### src/pft_pkg.sv
// Shared types, step program and fixed-point helpers for the pose frame transform.
`default_nettype none
package pft_pkg;

	localparam int DEVICE_COUNT_DEF = 64;
	localparam int IN_DATA_W  = 240;
	localparam int OUT_DATA_W = 208;
	localparam int OPA_W  = 34;
	localparam int OPB_W  = 24;
	localparam int PROD_W = OPA_W + OPB_W;
	localparam int ACC_W  = 60;
	localparam int NSTEP  = 52;
	localparam int STEP_W = $clog2(NSTEP + 2);

	localparam logic REQ_POSE  = 1'b0;
	localparam logic REQ_WRITE = 1'b1;

	// control bits of a write request
	localparam int CTL_EN  = 0;
	localparam int CTL_TR  = 1;
	localparam int CTL_ROT = 2;
	localparam int CTL_SCL = 3;

	typedef enum logic [3:0] {
		A_SW, A_SX, A_SY, A_SZ, A_SCL,
		A_M0, A_M1, A_M2, A_M3, A_M4, A_M5, A_M6, A_M7, A_M8
	} a_sel_t;

	typedef enum logic [3:0] {
		B_SW, B_SX, B_SY, B_SZ,
		B_FW, B_FX, B_FY, B_FZ,
		B_P0, B_P1, B_P2,
		B_H0, B_H1, B_H2
	} b_sel_t;

	typedef enum logic [1:0] {BS_ZERO, BS_T0, BS_T1, BS_T2} base_sel_t;

	typedef enum logic [4:0] {
		D_NONE,
		D_M0, D_M1, D_M2, D_M3, D_M4, D_M5, D_M6, D_M7, D_M8,
		D_R0, D_R1, D_R2, D_R3,
		D_P0, D_P1, D_P2,
		D_T0, D_T1, D_T2
	} dst_t;

	typedef enum logic [1:0] {ST_IDLE, ST_LOOK, ST_RUN, ST_DONE} st_t;

	typedef struct packed {
		a_sel_t    a;
		b_sel_t    b;
		logic      neg;
		logic      first;
		base_sel_t bs;
		dst_t      dst;
	} step_t;

	typedef struct packed {
		logic vld;
		logic first;
		logic neg;
		dst_t dst;
	} mac_ctl_t;

	function automatic step_t mk(input a_sel_t a, input b_sel_t b, input logic neg,
		input logic first, input base_sel_t bs, input dst_t dst);
		step_t s;
		s.a = a; s.b = b; s.neg = neg; s.first = first; s.bs = bs; s.dst = dst;
		return s;
	endfunction

	// Rotation matrix M (off-diagonal entries doubled on store), then the
	// Hamilton product, the scaled position, then M times the frame shift plus translation.
	function automatic step_t step_rom(input logic [STEP_W-1:0] i);
		step_t s;
		s = mk(A_SW, B_SW, 1'b0, 1'b0, BS_ZERO, D_NONE);
		case (i)
			0:  s = mk(A_SW, B_SW, 1'b0, 1'b1, BS_ZERO, D_NONE);
			1:  s = mk(A_SX, B_SX, 1'b0, 1'b0, BS_ZERO, D_NONE);
			2:  s = mk(A_SY, B_SY, 1'b1, 1'b0, BS_ZERO, D_NONE);
			3:  s = mk(A_SZ, B_SZ, 1'b1, 1'b0, BS_ZERO, D_M0);
			4:  s = mk(A_SW, B_SW, 1'b0, 1'b1, BS_ZERO, D_NONE);
			5:  s = mk(A_SX, B_SX, 1'b1, 1'b0, BS_ZERO, D_NONE);
			6:  s = mk(A_SY, B_SY, 1'b0, 1'b0, BS_ZERO, D_NONE);
			7:  s = mk(A_SZ, B_SZ, 1'b1, 1'b0, BS_ZERO, D_M4);
			8:  s = mk(A_SW, B_SW, 1'b0, 1'b1, BS_ZERO, D_NONE);
			9:  s = mk(A_SX, B_SX, 1'b1, 1'b0, BS_ZERO, D_NONE);
			10: s = mk(A_SY, B_SY, 1'b1, 1'b0, BS_ZERO, D_NONE);
			11: s = mk(A_SZ, B_SZ, 1'b0, 1'b0, BS_ZERO, D_M8);
			12: s = mk(A_SX, B_SY, 1'b0, 1'b1, BS_ZERO, D_NONE);
			13: s = mk(A_SW, B_SZ, 1'b1, 1'b0, BS_ZERO, D_M1);
			14: s = mk(A_SX, B_SZ, 1'b0, 1'b1, BS_ZERO, D_NONE);
			15: s = mk(A_SW, B_SY, 1'b0, 1'b0, BS_ZERO, D_M2);
			16: s = mk(A_SX, B_SY, 1'b0, 1'b1, BS_ZERO, D_NONE);
			17: s = mk(A_SW, B_SZ, 1'b0, 1'b0, BS_ZERO, D_M3);
			18: s = mk(A_SY, B_SZ, 1'b0, 1'b1, BS_ZERO, D_NONE);
			19: s = mk(A_SW, B_SX, 1'b1, 1'b0, BS_ZERO, D_M5);
			20: s = mk(A_SX, B_SZ, 1'b0, 1'b1, BS_ZERO, D_NONE);
			21: s = mk(A_SW, B_SY, 1'b1, 1'b0, BS_ZERO, D_M6);
			22: s = mk(A_SY, B_SZ, 1'b0, 1'b1, BS_ZERO, D_NONE);
			23: s = mk(A_SW, B_SX, 1'b0, 1'b0, BS_ZERO, D_M7);
			24: s = mk(A_SW, B_FW, 1'b0, 1'b1, BS_ZERO, D_NONE);
			25: s = mk(A_SX, B_FX, 1'b1, 1'b0, BS_ZERO, D_NONE);
			26: s = mk(A_SY, B_FY, 1'b1, 1'b0, BS_ZERO, D_NONE);
			27: s = mk(A_SZ, B_FZ, 1'b1, 1'b0, BS_ZERO, D_R0);
			28: s = mk(A_SW, B_FX, 1'b0, 1'b1, BS_ZERO, D_NONE);
			29: s = mk(A_SX, B_FW, 1'b0, 1'b0, BS_ZERO, D_NONE);
			30: s = mk(A_SY, B_FZ, 1'b0, 1'b0, BS_ZERO, D_NONE);
			31: s = mk(A_SZ, B_FY, 1'b1, 1'b0, BS_ZERO, D_R1);
			32: s = mk(A_SW, B_FY, 1'b0, 1'b1, BS_ZERO, D_NONE);
			33: s = mk(A_SY, B_FW, 1'b0, 1'b0, BS_ZERO, D_NONE);
			34: s = mk(A_SZ, B_FX, 1'b0, 1'b0, BS_ZERO, D_NONE);
			35: s = mk(A_SX, B_FZ, 1'b1, 1'b0, BS_ZERO, D_R2);
			36: s = mk(A_SW, B_FZ, 1'b0, 1'b1, BS_ZERO, D_NONE);
			37: s = mk(A_SZ, B_FW, 1'b0, 1'b0, BS_ZERO, D_NONE);
			38: s = mk(A_SX, B_FY, 1'b0, 1'b0, BS_ZERO, D_NONE);
			39: s = mk(A_SY, B_FX, 1'b1, 1'b0, BS_ZERO, D_R3);
			40: s = mk(A_SCL, B_P0, 1'b0, 1'b1, BS_ZERO, D_P0);
			41: s = mk(A_SCL, B_P1, 1'b0, 1'b1, BS_ZERO, D_P1);
			42: s = mk(A_SCL, B_P2, 1'b0, 1'b1, BS_ZERO, D_P2);
			43: s = mk(A_M0, B_H0, 1'b0, 1'b1, BS_T0, D_NONE);
			44: s = mk(A_M1, B_H1, 1'b0, 1'b0, BS_ZERO, D_NONE);
			45: s = mk(A_M2, B_H2, 1'b0, 1'b0, BS_ZERO, D_T0);
			46: s = mk(A_M3, B_H0, 1'b0, 1'b1, BS_T1, D_NONE);
			47: s = mk(A_M4, B_H1, 1'b0, 1'b0, BS_ZERO, D_NONE);
			48: s = mk(A_M5, B_H2, 1'b0, 1'b0, BS_ZERO, D_T1);
			49: s = mk(A_M6, B_H0, 1'b0, 1'b1, BS_T2, D_NONE);
			50: s = mk(A_M7, B_H1, 1'b0, 1'b0, BS_ZERO, D_NONE);
			51: s = mk(A_M8, B_H2, 1'b0, 1'b0, BS_ZERO, D_T2);
			default: s = mk(A_SW, B_SW, 1'b0, 1'b0, BS_ZERO, D_NONE);
		endcase
		return s;
	endfunction

	// Round half up at bit sh, then clamp to a w-bit signed range.
	function automatic logic [23:0] rnd_sat(input logic signed [ACC_W-1:0] v,
		input int unsigned sh, input int unsigned w);
		logic signed [ACC_W-1:0] one;
		logic signed [ACC_W-1:0] t;
		logic signed [ACC_W-1:0] hi;
		logic signed [ACC_W-1:0] lo;
		logic [23:0] r;
		one = ACC_W'(1);
		t = v + (one <<< (sh - 1));
		t = t >>> sh;
		hi = (one <<< (w - 1)) - one;
		lo = -hi - one;
		if (t > hi) r = hi[23:0];
		else if (t < lo) r = lo[23:0];
		else r = t[23:0];
		return r;
	endfunction

endpackage
`default_nettype wire

### src/pft_mac.sv
// Shared multiply-accumulate unit: registered product, then accumulator.
`default_nettype none
module pft_mac
	import pft_pkg::*;
(
	input  wire logic                    clk,
	input  wire logic                    arst_n,
	input  wire mac_ctl_t                ctl,
	input  wire logic signed [OPA_W-1:0] a,
	input  wire logic signed [OPB_W-1:0] b,
	input  wire logic signed [ACC_W-1:0] base,
	output mac_ctl_t                     res_ctl,
	output logic signed [ACC_W-1:0]      acc
);

	mac_ctl_t                   ctl_s1, ctl_s2;
	logic signed [PROD_W-1:0]   prod_s1;
	logic signed [ACC_W-1:0]    base_s1, acc_q, term, acc_nxt;

	always_ff @(posedge clk or negedge arst_n) begin
		if (!arst_n) begin
			ctl_s1 <= '0;
			ctl_s2 <= '0;
		end else begin
			ctl_s1 <= ctl;
			ctl_s2 <= ctl_s1;
		end
	end

	always_ff @(posedge clk) begin
		prod_s1 <= a * b;
		base_s1 <= base;
		if (ctl_s1.vld) acc_q <= acc_nxt;
	end

	always_comb begin
		term    = ctl_s1.neg ? -ACC_W'(prod_s1) : ACC_W'(prod_s1);
		acc_nxt = (ctl_s1.first ? base_s1 : acc_q) + term;
	end

	assign res_ctl = ctl_s2;
	assign acc     = acc_q;

endmodule
`default_nettype wire

### config.mk
export PLATFORM = sky130hd
export DESIGN_NAME = pft_mac
export DESIGN_NICKNAME = d
export VERILOG_FILES = /design/src/pft_pkg.sv /design/src/pft_mac.sv
export SDC_FILE = /design/constraint.sdc
export NUM_CORES = 2
export LEC_CHECK = 0
export BUFFER_PORTS_ARGS = -buffer_cell sky130_fd_sc_hd__buf_2
export CORE_MARGIN = 1
export CORE_UTILIZATION = 35
export DETAILED_ROUTE_END_ITERATION = 6
export PLACE_DENSITY = 0.59
export SETUP_SLACK_MARGIN = 0.4
export SLEW_MARGIN = 20
export SYNTH_ARGS = -nofsm -noshare
export SYNTH_HDL_FRONTEND = slang
export SYNTH_SLANG_ARGS = --single-unit
### constraint.sdc
create_clock -name clk -period 5.9 [get_ports clk]
set_input_delay 1.18 -clock clk [delete_from_list [all_inputs] [get_ports clk]]
set_output_delay 1.18 -clock clk [all_outputs]
set_load 0.005 [all_outputs]
# Word-level counts from Yosys, hierarchy flattened
# Index checks and enable logic that the tools add are counted.
totals:
  register_bits: 194
  input_bits: 128
  output_inout_bits: 68
  word_cells: 16
classes:
  add_sub_neg: 2
  mul: 1
  n_mux: 2
ops:
  columns: ["cell", "n"]
  rows:
  - ["60-bit 2-to-1 mux", 2]
  - ["60-bit adder", 1]
  - ["58-bit negation with 60-bit output", 1]
  - ["34-bit by 24-bit multiplier with 58-bit output", 1]

# Logic depth before layout (Yosys ltp)
logic_depth:
  word_depth: 3
  mapped_depth: 28
  mapped_depth_nobuf: 27

# Worst setup path after synthesis
# OpenSTA, ideal clock, no wires.
synth_timing:
  path_type: "input to register"
  start: "input port b[3]"
  end: "register prod_s1[56]"
  setup_time_ns: 0.118
  arrival_ns: 7.909
  required_ns: 5.782
  slack_ns: -2.127
  cell_stages: 23
  n_path_buf: 2
  path_cell_list: "clkbuf_1 -> clkbuf_1 -> nand2_1 -> fa_1 -> fa_1 -> fa_1 -> fa_1 -> fa_1 -> inv_1 -> fa_1 -> inv_1 -> fa_1 -> inv_1 -> ha_1 -> nand4_1 -> o31ai_1 -> nand4b_1 -> a2111oi_1 -> o31ai_1 -> o211ai_1 -> nand4_1 -> o21a_1 -> xnor2_1"
synth_via:
  elab_chain_len: 1
synth_rtl:
  columns: ["item", "line_no", "rtl"]
  rows:
  - ["start: declaration", "pft_mac.sv:10", "input wire logic signed [OPB_W-1:0] b,"]
  - ["34-bit by 24-bit multiplier with 58-bit output", "pft_mac.sv:31", "prod_s1 <= a * b;"]
  - ["end signal: assignment", "pft_mac.sv:31", null]
  - ["end: declaration", "pft_mac.sv:17", "logic signed [PROD_W-1:0] prod_s1;"]
# No other way between the ends.
# A chain may end at the register's enable or synchronous reset.

# Worst setup path after layout
# Same ends and word-level chain as after synthesis.

==> metrics.txt <==
status finished, violations left; violated checks negative setup slack; Placed Cells 5825; worst clock skew 0.0148 ns; Distinct cells, synth 75; NumNets Final between 5000 and 6000; vias 28300; final wirelength 106000 um; Synth area leader fa_1; Worst setup EP type flip-flop; Initial Utilization 35.5%; post-synthesis async set-or-reset flop share 8.25%; number of synthesized register bits 194; Slew Limit Fails 0; io pins 196; GRT Total Usage between 15 and 20%; Setup Viol. Count Final 43; initial antenna violation count 1; reg2reg path depth 15; Hold Fails Final Rpt 0; most frequent cell after synthesis inv_1; DR iter-0 viols 1549; post-route setup slack -1.46 ns; Crit Path Max Fanout 6; Main synth FF type dfxtp_1; CTS root buf clkbuf_16; final worst-path cycle share 125%; r2r setup slk 0.41 ns; RSZ-0062 raised after global routing yes; sequential area share after synthesis 12.0%; minimum clock period 7.36 ns; Arrival @ worst endpoint 7.71 ns; Core Util, Final 43.8%; max_cap viols 0; hold slack final 0.343 ns; CTS tree done; CTS Hold Bufs 0; Commonest cells post-synth inv_1 (846), fa_1 (828), nand2_1 (486); H-tree Lvls 4; Critical R2R Capture acc[48]; number of synthesized flops with an enable pin 60; Post-Layout Cell Count roughly 6000; reg2reg start prod_s1[17]; Area Overhead vs Synth 23.6%; Critical Setup Path Class in2reg; Req. time, crit path 6.25 ns; adder and majority gate portion of the synthesized area 50.5%; Synth area leaders fa_1 (43%), inv_1 (8.3%), ha_1 (7.0%); TNS Setup -42.74 ns; Final HPWL DP 89400 um; WHS Path Cells 0; CTS buffer count 17; simple-gate share of the synthesized area 14.6%; xor/xnor share of the synthesized area under 10%; # port buffers 195; Core Area 108000 sq um; ratio of cells with drive above 1 in the final layout 24.2%; Die Wd 332 um; largest net degree at the start of global routing between 60 and 70; routed wire length per instance 18.0 um; die area ~110000 sq um; hold path startpoint ctl_s1[2]; Ant. Diodes 0; clk slew on worst S/H paths 0.07 ns; Synth Area in Compound Gates 6.84%; fmax 0.136 GHz; Vias/cell between 4 and 5; Placer Congestion 0.895; DRT antenna net count 0; post-synthesis mux area share 1.85%; worst skew pair latency roughly 0.46 ns; detailed-route DRC error count 0; worst-case clock buffer depth 2; crit start category input pin; relative slew slack 43.3%; Synth Instances 3997; largest family of logic cells by synthesized area adder cells; # rows 120; Mapped Nets 5167; vias in the first global route 30500; total gr overflow 0; Tightest Pin Transition 0.850 ns; syn_area_per_cell approximately 9.5 sq um; Ys Warns 0; Die Y roughly 330 um; number of clock sinks around 190; WHS Endpoint res_ctl[2]; detailed-router iteration count before antenna repair 5; first-pass GRT wire length approximately 170000 um; Synth top area share a little over two fifths; Cell Area, Synth 38100 sq um; Min-Delay Path Class reg2reg
## how the worst max path moves through the flow
| stage | start | endpoint | slack [ns] | depth (start not counted) |
|---|---|---|---|---|
| after global routing | a[14] | prod_s1[57] | -1.67 | 24 |
| after global placement | b[9] | prod_s1[57] | -2.25 | 27 |
| final | b[3] | prod_s1[56] | -1.46 | 26 |
| after detailed placement | b[9] | prod_s1[56] | -2.29 | 26 |
| after floorplan | b[12] | prod_s1[57] | -1.63 | 25 |
| after CTS | b[0] | prod_s1[56] | -1.48 | 25 |
## per-stage QoR
stage	setup slack [ns]	area, sq um
after detailed placement	-2.29	44200
after CTS	-1.48	46000
after global routing	-1.67	47100
after global placement	-2.25	44200
after floorplan	-1.63	39100
final	-1.46	47100
## cell families after synthesis
| kind of cell | count (synthesis) |
|---|---|
| buf+inv | 1026 |
| fa+ha+maj | 1042 |
| compound gates | 399 |
| mux | 63 |
| flops | 194 |
| xor+xnor | 177 |
| simple gates | 1096 |
## sequential cells by signal, indices dropped and copies added (netlist names)
signal,count
acc,60
ctl_s1,8
res_ctl,8
base_s1,60
prod_s1,58
## routing by layer
| metal | share of wire (%) | GRT usage [%] |
|---|---|---|
| met4 | 1.6 | 3.49 |
| met2 | 46 | 31.2 |
| met5 | 0 | 0 |
| met3 | 4.8 | 2.12 |
| met1 | 48 | 28.6 |
## placed cells by master, fill, tap and decap left out, drive strengths merged, types with 36 or more instances in the layout
master,n
o21ai,69
inv,854
a21oi,113
nor2b,47
ha,214
and2,387
nand2,486
edfxtp,60
nor2,48
buf,670
fa,828
xor2,36
dfxtp,118
mux2,60
a21o,64
xnor2,141
## critical path, cell delays in order
cell	delay (ns)
buf_12	0.12
buf_12	0.14
buf_4	0.14
buf_12	0.12
nand2_2	0.06
fa_1	0.45
fa_2	0.59
fa_2	0.45
fa_1	0.51
inv_1	0.05
fa_1	0.51
fa_1	0.50
inv_1	0.05
fa_2	0.58
inv_2	0.06
ha_4	0.28
nand4_1	0.15
buf_4	0.19
nor2b_4	0.12
a211oi_4	0.06
a2111oi_4	0.44
o31ai_4	0.14
o211ai_1	0.27
nand4_1	0.16
o21a_1	0.21
xnor2_1	0.12
## cell type report
cell class / count / area [sq um]
clock buffer: 19 / 443
clock inverter: 13 / 165
tap: 1403 / 1760
multi-input combinational: 2777 / 31300
timing repair buffer: 679 / 5670
sequential: 194 / 4570
inverter: 846 / 3180
fill: 10300 / 60400
## timing repair
item / in CTS / in global routing
endpoints found under the hold margin: 0 / 0
setup buffers: 33 / 33
pin swaps: 114 / 137
gates resized for setup: 204 / 172
setup endpoints to repair: 57 / 61
cloned: 4 / 4
Power is not shown: default switching activity piles up to over one toggle a cycle in this logic, so the estimate is an artifact.
